--- src/design/rzspan_pkg.sv ---
package rzspan_pkg;

  localparam int SCREEN_WIDTH  = 320;
  localparam int SCREEN_HEIGHT = 200;
  localparam int FRACTION_BITS = 8;

  localparam int ACC_W   = 24;
  localparam int STEP_W  = 11;
  localparam int MUL_B_W = 11;
  localparam int PROD_W  = STEP_W + MUL_B_W + 1;

  // quotient bits kept by the divider; anything at or above 2**QW saturates
  localparam int QW    = $clog2(SCREEN_WIDTH);
  localparam int CNT_W = $clog2(QW + 1);

  localparam int ROW_W = 8;
  localparam int X_W   = 9;
  localparam int UF_W  = 17;
  localparam int VF_W  = 16;

  localparam int HALF_W = SCREEN_WIDTH / 2;
  localparam int HALF_H = SCREEN_HEIGHT / 2;

  localparam logic [ACC_W-1:0] LIM_U_M1 =
    ACC_W'((SCREEN_WIDTH << FRACTION_BITS) - 1);
  localparam logic [ACC_W-1:0] LIM_V_M1 =
    ACC_W'((SCREEN_HEIGHT << FRACTION_BITS) - 1);
  localparam logic [ACC_W-1:0] ORIGIN_U = ACC_W'(HALF_W << FRACTION_BITS);
  localparam logic [ACC_W-1:0] ORIGIN_V = ACC_W'(HALF_H << FRACTION_BITS);
  localparam logic [QW:0]      W_M1     = (QW + 1)'(SCREEN_WIDTH - 1);

  // configuration register map, byte addressed
  localparam int ADDR_W = 3;
  localparam logic REG_STEP_U = 1'b0;
  localparam logic REG_STEP_V = 1'b1;

  typedef struct packed {
    logic          ok;
    logic [QW:0]   lo;
    logic [QW:0]   hi;
  } span_t;

endpackage

--- src/design/rotozoom_row_span_setup.sv ---
// Row span setup for a rotate-and-zoom texture mapper.
// Input stream: one transaction per screen row; in_tdata[0] = restart starts a
// new frame at row 0 from the centred origin, 0 asks for the next row.
// Output stream: one transaction per input transaction carrying the row index,
// a visible flag, first/last visible column and texture u (9.8) and v (8.8) at the first
// column (all zero when the row is not visible).
// Configuration: APB port, step_u_per_pixel at address 0, step_v_per_pixel at
// address 4; write them only while no row is in flight.
// Timing: one shared restoring divider runs four divisions per row (QW = 9
// steps each, skipped when the quotient saturates), plus one shared
// multiply-accumulate for the origin on restart and for u/v at the first
// column. The next row is accepted once the block is back in idle.
// Reset: steps return to du = 1.0, dv = 0, accumulators and row counter clear.
// Stall: a finished result waits in the output register; the block accepts the
// next row meanwhile and holds its own next result until the register frees.
module rotozoom_row_span_setup (
  input  logic        clk,
  input  logic        rst_n,
  // in_tdata: [0] restart, [7:1] zero
  input  logic        in_tvalid,
  output logic        in_tready,
  input  logic [7:0]  in_tdata,
  // out_tdata: [7:0] row, [8] visible, [17:9] first_x, [26:18] last_x,
  //            [43:27] u_first, [59:44] v_first, [63:60] zero
  output logic        out_tvalid,
  input  logic        out_tready,
  output logic [63:0] out_tdata,
  input  logic        psel,
  input  logic        penable,
  input  logic        pwrite,
  input  logic [2:0]  paddr,
  input  logic [31:0] pwdata,
  output logic [31:0] prdata,
  output logic        pready
);

  localparam int ACC_W  = rzspan_pkg::ACC_W;
  localparam int STEP_W = rzspan_pkg::STEP_W;
  localparam int QW     = rzspan_pkg::QW;

  localparam logic [2:0] S_IDLE  = 3'd0;
  localparam logic [2:0] S_MAC   = 3'd1;
  localparam logic [2:0] S_LOAD  = 3'd2;
  localparam logic [2:0] S_CHECK = 3'd3;
  localparam logic [2:0] S_DIV   = 3'd4;
  localparam logic [2:0] S_STORE = 3'd5;
  localparam logic [2:0] S_COMB  = 3'd6;
  localparam logic [2:0] S_DONE  = 3'd7;

  // multiply-accumulate steps
  localparam logic [2:0] MAC_U_DU = 3'd0;
  localparam logic [2:0] MAC_U_DV = 3'd1;
  localparam logic [2:0] MAC_V_DV = 3'd2;
  localparam logic [2:0] MAC_V_DU = 3'd3;
  localparam logic [2:0] MAC_UF   = 3'd4;
  localparam logic [2:0] MAC_VF   = 3'd5;

  localparam logic [1:0] DIV_LAST = 2'd3;

  logic [2:0]               state_r;
  logic signed [STEP_W-1:0] step_u_r;
  logic signed [STEP_W-1:0] step_v_r;
  logic [ACC_W-1:0]         row_u_acc_r;
  logic [ACC_W-1:0]         row_v_acc_r;
  logic [rzspan_pkg::ROW_W-1:0] row_counter_r;
  logic [2:0]               k_r;
  logic [1:0]               div_r;
  logic [ACC_W-1:0]         dvd_r;
  logic [STEP_W-1:0]        dsr_r;
  logic                     ceil_r;
  logic                     sat_r;
  logic [STEP_W-1:0]        rem_r;
  logic [QW-1:0]            nlo_r;
  logic [QW-1:0]            quo_r;
  logic [rzspan_pkg::CNT_W-1:0] cnt_r;
  logic [QW:0]              qd_r [4];
  logic [QW:0]              first_r;
  logic [QW:0]              last_r;
  logic                     vis_r;
  logic [rzspan_pkg::UF_W-1:0] uf_r;
  logic [rzspan_pkg::VF_W-1:0] vf_r;
  logic                     out_tvalid_r;
  logic [63:0]              out_tdata_r;

  // ---------------------------------------------------------------- config
  logic cfg_wr;
  logic cfg_idx;

  assign pready  = 1'b1;
  assign cfg_wr  = psel && penable && pwrite && pready;
  assign cfg_idx = paddr[rzspan_pkg::ADDR_W-1];

  always_comb begin
    case (cfg_idx)
      rzspan_pkg::REG_STEP_U: prdata = {21'd0, step_u_r};
      rzspan_pkg::REG_STEP_V: prdata = {21'd0, step_v_r};
      default:                prdata = 32'd0;
    endcase
  end

  // ---------------------------------------------------- shared MAC unit
  logic signed [STEP_W-1:0]                 mul_a;
  logic [rzspan_pkg::MUL_B_W-1:0]           mul_b;
  logic [ACC_W-1:0]                         mac_base;
  logic                                     mac_sub;
  logic signed [rzspan_pkg::PROD_W-1:0]     mac_prod;
  logic [ACC_W-1:0]                         mac_ext;
  logic [ACC_W-1:0]                         mac_sum;

  always_comb begin
    case (k_r)
      MAC_U_DU: begin
        mul_a = step_u_r; mul_b = rzspan_pkg::MUL_B_W'(rzspan_pkg::HALF_W);
        mac_base = row_u_acc_r; mac_sub = 1'b1;
      end
      MAC_U_DV: begin
        mul_a = step_v_r; mul_b = rzspan_pkg::MUL_B_W'(rzspan_pkg::HALF_H);
        mac_base = row_u_acc_r; mac_sub = 1'b0;
      end
      MAC_V_DV: begin
        mul_a = step_v_r; mul_b = rzspan_pkg::MUL_B_W'(rzspan_pkg::HALF_W);
        mac_base = row_v_acc_r; mac_sub = 1'b1;
      end
      MAC_V_DU: begin
        mul_a = step_u_r; mul_b = rzspan_pkg::MUL_B_W'(rzspan_pkg::HALF_H);
        mac_base = row_v_acc_r; mac_sub = 1'b1;
      end
      MAC_UF: begin
        mul_a = step_u_r; mul_b = rzspan_pkg::MUL_B_W'(first_r);
        mac_base = row_u_acc_r; mac_sub = 1'b0;
      end
      MAC_VF: begin
        mul_a = step_v_r; mul_b = rzspan_pkg::MUL_B_W'(first_r);
        mac_base = row_v_acc_r; mac_sub = 1'b0;
      end
      default: begin
        mul_a = '0; mul_b = '0; mac_base = '0; mac_sub = 1'b0;
      end
    endcase
  end

  assign mac_prod = rzspan_pkg::PROD_W'(mul_a) *
                    rzspan_pkg::PROD_W'($signed({1'b0, mul_b}));
  assign mac_ext  = {{(ACC_W - rzspan_pkg::PROD_W){mac_prod[rzspan_pkg::PROD_W-1]}},
                     mac_prod};
  assign mac_sum  = mac_sub ? (mac_base - mac_ext) : (mac_base + mac_ext);

  // ------------------------------------------------ divider operand setup
  // div_r[1] picks the axis (u, v), div_r[0] picks low bound or high bound
  logic [ACC_W-1:0]  ld_s;
  logic [STEP_W-1:0] ld_t;
  logic [ACC_W-1:0]  ld_lm1;
  logic [ACC_W-1:0]  ld_dvd;
  logic [STEP_W-1:0] ld_dsr;

  always_comb begin
    ld_s   = div_r[1] ? row_v_acc_r : row_u_acc_r;
    ld_t   = div_r[1] ? step_v_r : step_u_r;
    ld_lm1 = div_r[1] ? rzspan_pkg::LIM_V_M1 : rzspan_pkg::LIM_U_M1;
    if (!div_r[0]) begin
      ld_dvd = ld_t[STEP_W-1] ? (ld_s - ld_lm1) : (ACC_W'(0) - ld_s);
    end else begin
      ld_dvd = ld_t[STEP_W-1] ? ld_s : (ld_lm1 - ld_s);
    end
    ld_dsr = ld_t[STEP_W-1] ? (STEP_W'(0) - ld_t) : ld_t;
  end

  logic [ACC_W:0]    sat_lim;
  logic              chk_sat;
  logic [STEP_W:0]   trial;
  logic              trial_ge;
  logic [QW:0]       quo_fin;

  assign sat_lim  = (ACC_W + 1)'({dsr_r, {QW{1'b0}}});
  assign chk_sat  = {1'b0, dvd_r} >= sat_lim;
  assign trial    = {rem_r, nlo_r[QW-1]};
  assign trial_ge = trial >= {1'b0, dsr_r};
  assign quo_fin  = sat_r ? (QW + 1)'(1 << QW)
                          : ({1'b0, quo_r} + (QW + 1)'(ceil_r && (rem_r != '0)));

  // --------------------------------------------------------- span combine
  function automatic rzspan_pkg::span_t span_of(
    input logic [ACC_W-1:0]  s,
    input logic [STEP_W-1:0] t,
    input logic [ACC_W-1:0]  lm1,
    input logic [QW:0]       qa,
    input logic [QW:0]       qb
  );
    rzspan_pkg::span_t r;
    logic s_neg;
    logic s_hi;
    logic [QW:0] hic;
    s_neg = s[ACC_W-1];
    s_hi  = !s_neg && (s > lm1);
    hic   = (qb > rzspan_pkg::W_M1) ? rzspan_pkg::W_M1 : qb;
    if (t == '0) begin
      r.ok = !s_neg && !s_hi;
      r.lo = '0;
      r.hi = rzspan_pkg::W_M1;
    end else if (!t[STEP_W-1]) begin
      r.ok = !s_hi;
      r.lo = s_neg ? qa : '0;
      r.hi = hic;
    end else begin
      r.ok = !s_neg;
      r.lo = s_hi ? qa : '0;
      r.hi = hic;
    end
    r.ok = r.ok && (r.lo <= r.hi);
    return r;
  endfunction

  rzspan_pkg::span_t span_u;
  rzspan_pkg::span_t span_v;
  logic [QW:0] cmb_first;
  logic [QW:0] cmb_last;
  logic        cmb_vis;

  always_comb begin
    span_u    = span_of(row_u_acc_r, step_u_r, rzspan_pkg::LIM_U_M1, qd_r[0], qd_r[1]);
    span_v    = span_of(row_v_acc_r, step_v_r, rzspan_pkg::LIM_V_M1, qd_r[2], qd_r[3]);
    cmb_first = (span_v.lo > span_u.lo) ? span_v.lo : span_u.lo;
    cmb_last  = (span_v.hi < span_u.hi) ? span_v.hi : span_u.hi;
    cmb_vis   = span_u.ok && span_v.ok && (cmb_first <= cmb_last);
  end

  // ------------------------------------------------------------ sequencer
  assign in_tready  = (state_r == S_IDLE);
  assign out_tvalid = out_tvalid_r;
  assign out_tdata  = out_tdata_r;

  always_ff @(posedge clk) begin
    if (!rst_n) begin
      state_r       <= S_IDLE;
      step_u_r      <= STEP_W'(256);
      step_v_r      <= '0;
      row_u_acc_r   <= '0;
      row_v_acc_r   <= '0;
      row_counter_r <= '0;
      k_r           <= MAC_U_DU;
      div_r         <= '0;
      cnt_r         <= '0;
      out_tvalid_r  <= 1'b0;
    end else begin
      if (cfg_wr) begin
        case (cfg_idx)
          rzspan_pkg::REG_STEP_U: step_u_r <= pwdata[STEP_W-1:0];
          rzspan_pkg::REG_STEP_V: step_v_r <= pwdata[STEP_W-1:0];
          default: ;
        endcase
      end
      // in done the register is reloaded instead
      if (out_tvalid_r && out_tready && (state_r != S_DONE)) begin
        out_tvalid_r <= 1'b0;
      end

      case (state_r)
        S_IDLE: begin
          if (in_tvalid) begin
            div_r <= '0;
            if (in_tdata[0]) begin
              row_u_acc_r   <= rzspan_pkg::ORIGIN_U;
              row_v_acc_r   <= rzspan_pkg::ORIGIN_V;
              row_counter_r <= '0;
              k_r           <= MAC_U_DU;
              state_r       <= S_MAC;
            end else begin
              state_r <= S_LOAD;
            end
          end
        end
        S_MAC: begin
          case (k_r)
            MAC_U_DU, MAC_U_DV: row_u_acc_r <= mac_sum;
            MAC_V_DV, MAC_V_DU: row_v_acc_r <= mac_sum;
            MAC_UF:             uf_r <= mac_sum[rzspan_pkg::UF_W-1:0];
            MAC_VF:             vf_r <= mac_sum[rzspan_pkg::VF_W-1:0];
            default: ;
          endcase
          k_r <= k_r + 3'd1;
          if (k_r == MAC_V_DU) begin
            state_r <= S_LOAD;
          end else if (k_r == MAC_VF) begin
            state_r <= S_DONE;
          end
        end
        S_LOAD: begin
          dvd_r   <= ld_dvd;
          dsr_r   <= ld_dsr;
          ceil_r  <= !div_r[0];
          state_r <= S_CHECK;
        end
        S_CHECK: begin
          // quotient of 2**QW or more lies off screen: skip the steps
          sat_r   <= chk_sat;
          rem_r   <= STEP_W'(dvd_r >> QW);
          nlo_r   <= dvd_r[QW-1:0];
          quo_r   <= '0;
          cnt_r   <= '0;
          state_r <= chk_sat ? S_STORE : S_DIV;
        end
        S_DIV: begin
          rem_r <= trial_ge ? STEP_W'(trial - {1'b0, dsr_r}) : STEP_W'(trial);
          quo_r <= {quo_r[QW-2:0], trial_ge};
          nlo_r <= {nlo_r[QW-2:0], 1'b0};
          cnt_r <= cnt_r + rzspan_pkg::CNT_W'(1);
          if (cnt_r == rzspan_pkg::CNT_W'(QW - 1)) begin
            state_r <= S_STORE;
          end
        end
        S_STORE: begin
          qd_r[div_r] <= quo_fin;
          div_r       <= div_r + 2'd1;
          state_r     <= (div_r == DIV_LAST) ? S_COMB : S_LOAD;
        end
        S_COMB: begin
          vis_r   <= cmb_vis;
          first_r <= cmb_vis ? cmb_first : '0;
          last_r  <= cmb_vis ? cmb_last : '0;
          k_r     <= MAC_UF;
          state_r <= S_MAC;
        end
        S_DONE: begin
          // hold until the output register is free
          if (!out_tvalid_r || out_tready) begin
            out_tvalid_r <= 1'b1;
            out_tdata_r  <= {4'd0,
                             vis_r ? vf_r : rzspan_pkg::VF_W'(0),
                             vis_r ? uf_r : rzspan_pkg::UF_W'(0),
                             rzspan_pkg::X_W'(last_r),
                             rzspan_pkg::X_W'(first_r),
                             vis_r,
                             row_counter_r};
            row_u_acc_r   <= row_u_acc_r - {{(ACC_W - STEP_W){step_v_r[STEP_W-1]}}, step_v_r};
            row_v_acc_r   <= row_v_acc_r + {{(ACC_W - STEP_W){step_u_r[STEP_W-1]}}, step_u_r};
            row_counter_r <= row_counter_r + rzspan_pkg::ROW_W'(1);
            state_r       <= S_IDLE;
          end
        end
        default: state_r <= S_IDLE;
      endcase
    end
  end

  // ----------------------------------------------------------- assertions
  a_busy_after_accept: assert property (@(posedge clk) disable iff (!rst_n)
    in_tvalid && in_tready |=> !in_tready)
    else $error("block ready right after accepting a row");

  a_rem_below_divisor: assert property (@(posedge clk) disable iff (!rst_n)
    state_r == S_DIV |-> rem_r < dsr_r)
    else $error("divider remainder not below divisor");

  a_hidden_zero: assert property (@(posedge clk) disable iff (!rst_n)
    out_tvalid && !out_tdata[8] |-> out_tdata[59:9] == '0)
    else $error("hidden row carries nonzero span fields");

  a_visible_order: assert property (@(posedge clk) disable iff (!rst_n)
    out_tvalid && out_tdata[8] |->
      out_tdata[17:9] <= out_tdata[26:18] &&
      out_tdata[26:18] <= rzspan_pkg::X_W'(rzspan_pkg::SCREEN_WIDTH - 1))
    else $error("visible span out of order or off screen");

endmodule

--- config.mk ---
export PLATFORM = sky130hd
export DESIGN_NAME = rotozoom_row_span_setup
export DESIGN_NICKNAME = d
export VERILOG_FILES = /design/src/design/rzspan_pkg.sv /design/src/design/rotozoom_row_span_setup.sv
export SDC_FILE = /design/constraint.sdc
export NUM_CORES = 1
export LEC_CHECK = 0
export ABC_AREA = 1
export BUFFER_PORTS_ARGS = -buffer_cell sky130_fd_sc_hd__buf_2
export CAP_MARGIN = 20
export CORE_ASPECT_RATIO = 1.75
export CORE_MARGIN = 2
export CORE_UTILIZATION = 35
export CTS_BUF_LIST = sky130_fd_sc_hd__clkbuf_2 sky130_fd_sc_hd__clkbuf_4 sky130_fd_sc_hd__clkbuf_8
export DETAILED_ROUTE_END_ITERATION = 10
export SETUP_SLACK_MARGIN = 0.4
export SYNTH_ARGS = -nofsm -noshare
export SYNTH_HDL_FRONTEND = slang
export SYNTH_SLANG_ARGS = --single-unit
export TNS_END_PERCENT = 50
--- constraint.sdc ---
create_clock -name clk -period 11.34 [get_ports clk]
set_clock_uncertainty 0.2 [all_clocks]
set_input_delay 1.134 -clock clk [delete_from_list [all_inputs] [get_ports clk]]
set_output_delay 1.134 -clock clk [all_outputs]
set_load 0.01 [all_outputs]
==> impl_metrics.toml, run 1 <==
[sta]
final_critical_path_setup_slack_ns = 1.825
timing.hold.ws_ns = 0.2106
hold_viol_final = 0
peak_clock_frequency_supported_by_timing_mhz = 105.1
finalWorstPathRequiredPeriod_ns = 9.515
rsz_0062_raised_after_global_routing = "no"
max-slew-margin-rel_pct = 29.87
setup_violating_endpoint_count_in_the_final_report = 0
final.period_utilization_pct = 83.91
timing_worst_slew_pin_value_ns = 1.048
maxSlewViolCount = 0
setup-tns-final_ns = 0

[detailed_routing]
detailroute.via_count = 22590
detail_route.wirelength_um = 79460
drt-pass1-iter-count = 8
detail_route.vias_per_cell = 5.148
wire_per_inst_um = 18.11
route.detailed.drc = 0
final_antenna_net_count = 0
drt_first_iter_violations = 1502

[place]
sum_of_net_half_perimeters_after_detailed_placement_um = 64180
placed_cells = 4298
gp_congestion = 0.9725
dp_slack_ns = 1.985
port-buffer-count = 92
postPlaceCellArea_um2 = 27150

[logic_synthesis]
yosysWarnings = 0
synth_cells = 3326
synth_simple_gate_area_share_pct = 19.83
dominant_combinational_cell_family_by_area_after_synthesis = "simple AND/OR/NAND/NOR gates"
synth_enable_flop_cells = 219
postSynth.topFlopCell = "edfxtp_1"
synth_compound_area_share_pct = 14.52
yosys.area_share.adder_pct = 18.76
synth_area_leaders = "edfxtp_1 (26%), ha_1 (10%), nand2_1 (9.1%)"
synth_top_cell_area_share_pct = 25.52
synth.distinct_cells = 64
synth_area_per_cell_um2 = 7.749
syn-cell-area_um2 = 25770
post_synth_xor_area_fraction_pct = 3.088
netlist.top_cell.by_area = "edfxtp_1"
synth-async-reset-ratio_pct = 0
fraction_of_synthesized_area_in_multiplexers_pct = 0
synth_sequential_area_ratio_pct = 32.59
count_of_state_elements_after_synthesis = 310

[setup_path]
worst_path_dominant_cell_family = "adder cells"
critPathMaxStageDelay_ns = 0.72
req_time_crit_path_ns = 11.67
worstPathBufferInverterCount = 11
crit_start_category = "register"
worstPathArrival_ns = 9.84
end_kind = "register"
worst-path-max-fanout = 11
slowest_stage = "o21ai_0"
crit_type = "reg2reg"
most_frequent_cell_on_critical_path = "inv_1"

[cells_and_area]
combined_area_of_the_multi_input_logic_cells_um2 = 14620
fin_nets = 3789
stdcell_count = 4388
fin_area_um2 = 28320
sequential_cell_area_um2 = 8399
synthToLayoutAreaGrowth_pct = 9.885
drive_above_1_share_pct = 8.073
filler_cells_inserted = 7507

[global_routing]
grt_first_pass_wirelength_um = 120500
maximum_number_of_pins_on_one_net_before_global_route_repair = 74
overflow = 0
antenna_violations_before_repair = 3
gr-usage-all-layers_pct = 20.72
grt_pass1_vias = 22010

[floorplan]
i_o_pin_count = 149
fp.dieArea_um2 = 75910
chipHeight_um = 363.0
die_width_um = 209.1
coreArea_um2 = 72940
start_util_pct = 35.33
row_count = 131

[cts]
cts-resized-gates = 0
cts_hold_buffers = 0
worst_skew_pair.late_latency_ns = 0.67
clk_path_buf_depth = 3
clock_tree_from_tritoncts = "done"
cts.sink_count = 310
cts-root-buf = "clkbuf_8"
clk_transition_reported_paths_ns = 0.07
cts_htree_levels = 2
total_setup_buffers_inserted_after_cts = 0
cts_made_buffers = 49

[flow_run]
max-cap-violations = 0

[pwr]
power_density_nw_per_um2 = 253.1
static-leakage-power_nw = 13.33
peakVddDrop_v = 0.0001503

[min_path]
worst_hold_path_type = "reg2reg"

[outcome]
status = "finished clean"
cell usage in the layout (no fill, tap or decap), drive strengths merged, types with 2 or more instances in the layout:
| master | instances |
|---|---|
| xor2 | 62 |
| a31o | 2 |
| nor2 | 303 |
| or2 | 9 |
| conb | 31 |
| a221oi | 5 |
| o211ai | 40 |
| a32oi | 2 |
| ha | 212 |
| a21oi | 259 |
| inv | 627 |
| nor3 | 50 |
| nand3b | 4 |
| fa | 109 |
| nand3 | 132 |
| nand2 | 634 |
| edfxtp | 219 |
| o2111ai | 3 |
| xnor2 | 28 |
| clkinvlp | 6 |
| o22ai | 19 |
| nand4 | 33 |
| o221ai | 2 |
| and2 | 10 |
| o21a | 8 |
| nor3b | 5 |
| clkinv | 14 |
| buf | 112 |
| clkbuf | 62 |
| nor4 | 23 |
| a21o | 11 |
| o21ai | 272 |
| o21bai | 8 |
| a31oi | 15 |
| a22oi | 4 |
| dfxtp | 91 |
| o31ai | 6 |
| bufinv | 8 |
| a211oi | 9 |
cells in the mapped netlist (6+ instances only):
cell type and count:
a211oi_1 9, a21o_1 11, a21oi_1 256, a31oi_1 15, and2_1 10, buf_4 29, clkbuf_1 58, dfxtp_1 91
edfxtp_1 219, fa_1 109, ha_1 212, inv_1 605, inv_2 19, nand2_1 627, nand2_2 7, nand3_1 129
nand4_1 33, nor2_1 289, nor2_2 13, nor3_1 42, nor3_2 7, nor4_1 22, o211ai_1 40, o21a_1 8
o21ai_0 224, o21ai_1 37, o21ai_2 11, o21bai_1 8, o22ai_1 18, o31ai_1 6, or2_2 6, xnor2_1 27
xor2_1 62
power by group:
group | switching [W] | internal, W | total, W
sequential | 0.000173 | 0.00155 | 0.00172
combinational | 0.00296 | 0.00133 | 0.00429
clock | 0.000501 | 0.000655 | 0.00116
total | 0.00364 | 0.00353 | 0.00717
logic make-up (layout without fill, tap and decap cells):
kind of cell | count (synthesis) | count (layout)
buf+inv | 728 | 829
flops | 310 | 310
fa+ha+maj | 321 | 321
xor+xnor | 90 | 90
other cells | 2 | 32
compound gates | 670 | 670
simple gates | 1205 | 1205
layout make-up:
type	count	area share (%)
flip-flops and latches	310	29.66
inverters	628	8.324
well taps	931	4.113
clock buffers	62	2.836
multi-input cells	2317	51.62
repair buffers	112	2.156
clock inverters	27	1.286
diodes	1	0.008836
through the flow:
step	utilization, %	total power, W
after floorplan	-	0.004694
after global placement	37.22	0.005926
after detailed placement	37.22	0.005969
after CTS	38.82	0.007155
after global routing	38.83	0.007723
final	38.83	0.007168
flip-flops by register name, indices dropped and copies added, names as in the netlist:
name,flops
qd_r,40
uf_r,17
first_r,10
div_r,2
k_r,3
out_tdata,60
ceil_r,1
vis_r,1
rem_r,11
dvd_r,24
row_v_acc_r,24
dsr_r,11
sat_r,1
row_u_acc_r,24
row_counter_r,8
step_v_r,11
state_r,3
step_u_r,11
cnt_r,4
vf_r,16
out_tvalid,1
last_r,9
nlo_r,9
quo_r,9
final timing paths:
check	start	to	slack, ns	depth (start not counted)
setup / recovery	k_r[0]	row_v_acc_r[20]	1.82	41
hold / removal	last_r[3]	out_tdata[21]	0.21	0
setup reg to reg	k_r[0]	row_v_acc_r[20]	1.82	41
hold reg to reg	last_r[3]	out_tdata[21]	0.21	0
metal layers:
metal / wire length [um] / track usage [%]
met3: 3539 / 2.004
met4: 7034 / 16.30
met5: 0 / 0
met1: 28670 / 21.68
met2: 40210 / 37.93
(Power assumes the default switching activity.)
==> run 2: changes to the inputs <==
==> constraint.sdc (replaced) <==
create_clock -name clk -period 7.75 [get_ports clk]
set_clock_uncertainty 0.2 [all_clocks]
set_input_delay 0.775 -clock clk [delete_from_list [all_inputs] [get_ports clk]]
set_output_delay 0.775 -clock clk [all_outputs]
set_load 0.01 [all_outputs]
==> impl_metrics.toml, run 2 (synthesized netlist as in run 1, its figures left out) <==
[outcome]
status = "complete, but fails checks"
failed_checks = "negative setup slack"

[detailed_routing]
drt-pass1-iter-count = 5
wire_per_inst_um = 18.07
route.detailed.drc = 0
detailroute.via_count = 24230
detail_route.wirelength_um = 86110
drt_first_iter_violations = 1362
detail_route.vias_per_cell = 5.083
final_antenna_net_count = 0

[place]
sum_of_net_half_perimeters_after_detailed_placement_um = 67330
port-buffer-count = 92
gp_congestion = 0.9723
dp_slack_ns = -0.6029

[cts]
cts_htree_levels = 2
clk_transition_reported_paths_ns = 0.07
cts_made_buffers = 46
clk_path_buf_depth = 3
clock_tree_from_tritoncts = "done"
cts-root-buf = "clkbuf_8"
worst_skew_pair.late_latency_ns = 0.64
cts.sink_count = 310

[pwr]
power_density_nw_per_um2 = 415.7
peakVddDrop_v = 0.0003887
static-leakage-power_nw = 15.47
power_w = 0.01374

[sta]
final_critical_path_setup_slack_ns = -0.4226
timing.hold.ws_ns = 0.2186
finalWorstPathRequiredPeriod_ns = 8.173
maxSlewViolCount = 0
peak_clock_frequency_supported_by_timing_mhz = 122.4
max-slew-margin-rel_pct = 22.85
hold_viol_final = 0
rsz_0062_raised_after_global_routing = "yes"
timing_worst_slew_pin_value_ns = 1.153
final.period_utilization_pct = 105.5
setup_violating_endpoint_count_in_the_final_report = 15

[floorplan]
chipHeight_um = 363.0
die_width_um = 209.1
fp.dieArea_um2 = 75910
row_count = 131
i_o_pin_count = 149
start_util_pct = 35.33
coreArea_um2 = 72940

[setup_path]
worstSetupPathDepth = 43
critPathMaxStageDelay_ns = 0.60
reg2regPathDepth = 43
worst-path-max-fanout = 5
slowest_stage = "fa_1"
most_frequent_cell_on_critical_path = "inv_1"
crit_start_category = "register"
crit_type = "reg2reg"
req_time_crit_path_ns = 8.05
end_kind = "register"
worst_path_dominant_cell_family = "adder cells"
worstPathBufferInverterCount = 14
worstPathArrival_ns = 8.48

[global_routing]
antenna_violations_before_repair = 2
overflow = 0
maximum_number_of_pins_on_one_net_before_global_route_repair = 47
grt_first_pass_wirelength_um = 129700
grt_pass1_vias = 24260
gr-usage-all-layers_pct = 22.16

[cells_and_area]
final_core_util_pct = 45.32
synthToLayoutAreaGrowth_pct = 28.27
largest_register = "out_tdata"
drive_above_1_share_pct = 25.80
fin_nets = 4168
largest_registers = "out_tdata (60), qd_r (40)"
largest_register_ff_count = 60
final_cell_mix = "inv_1 (545), nand2_1 (541), buf_4 (343)"
mostFrequentLayoutCell = "inv_1"

[flow_run]
max-cap-violations = 0

[min_path]
timing.hold.worst_path_depth = 0
worst_hold_path_type = "reg2reg"
[run 2: repair_timing]
| item | CTS | global route |
|---|---|---|
| pin swaps | 174 | 121 |
| hold buffers | 0 | 0 |
| endpoints found under the hold margin | 0 | 0 |
| endpoints found under the setup margin | 45 | 45 |
| resized for setup | 279 | 172 |
| gates cloned | 1 | 0 |
| buffers inserted | 68 | 39 |
[run 2: metal layers]
layer	routed length [um]	global-route usage (%)
met5	13	0
met2	45390	41.84
met4	7061	16.68
met3	3403	2.435
met1	30240	22.21
[run 2: path summary, 6_finish.rpt]
check | startpoint | to | slack [ns]
worst max-delay path | k_r[0] | row_v_acc_r[22] | -0.42
worst min-delay path | last_r[5] | out_tdata[23] | 0.22
worst max register to register | k_r[0] | row_v_acc_r[22] | -0.42
worst min register to register | last_r[5] | out_tdata[23] | 0.22
[run 2: per-stage QoR]
stage / TNS, ns / std cells / area [um^2]
after floorplan: 0 / 3355 / 26140
after global placement: -10.72 / 4572 / 29430
after detailed placement: -10.94 / 4572 / 29430
after CTS: -0.5744 / 4726 / 32110
after global routing: -12.87 / 4766 / 33060
final: -4.106 / 4766 / 33060
[run 2: area by class of cell]
class	count	area, um^2
fill	7113	39880
multi-input combinational	2317	16360
tap	931	1165
clock buffer	63	785.8
timing repair buffer	494	3755
clock inverter	22	186.4
sequential	310	8411
antenna	1	2.502
inverter	628	2389
[run 2: power breakdown]
group	total, W	switching [W]	leakage, nW	internal [W]
clock	0.00143	0.000695	0.511	0.000737
combinational	0.00983	0.00565	12.2	0.00418
sequential	0.00248	0.000216	2.75	0.00226
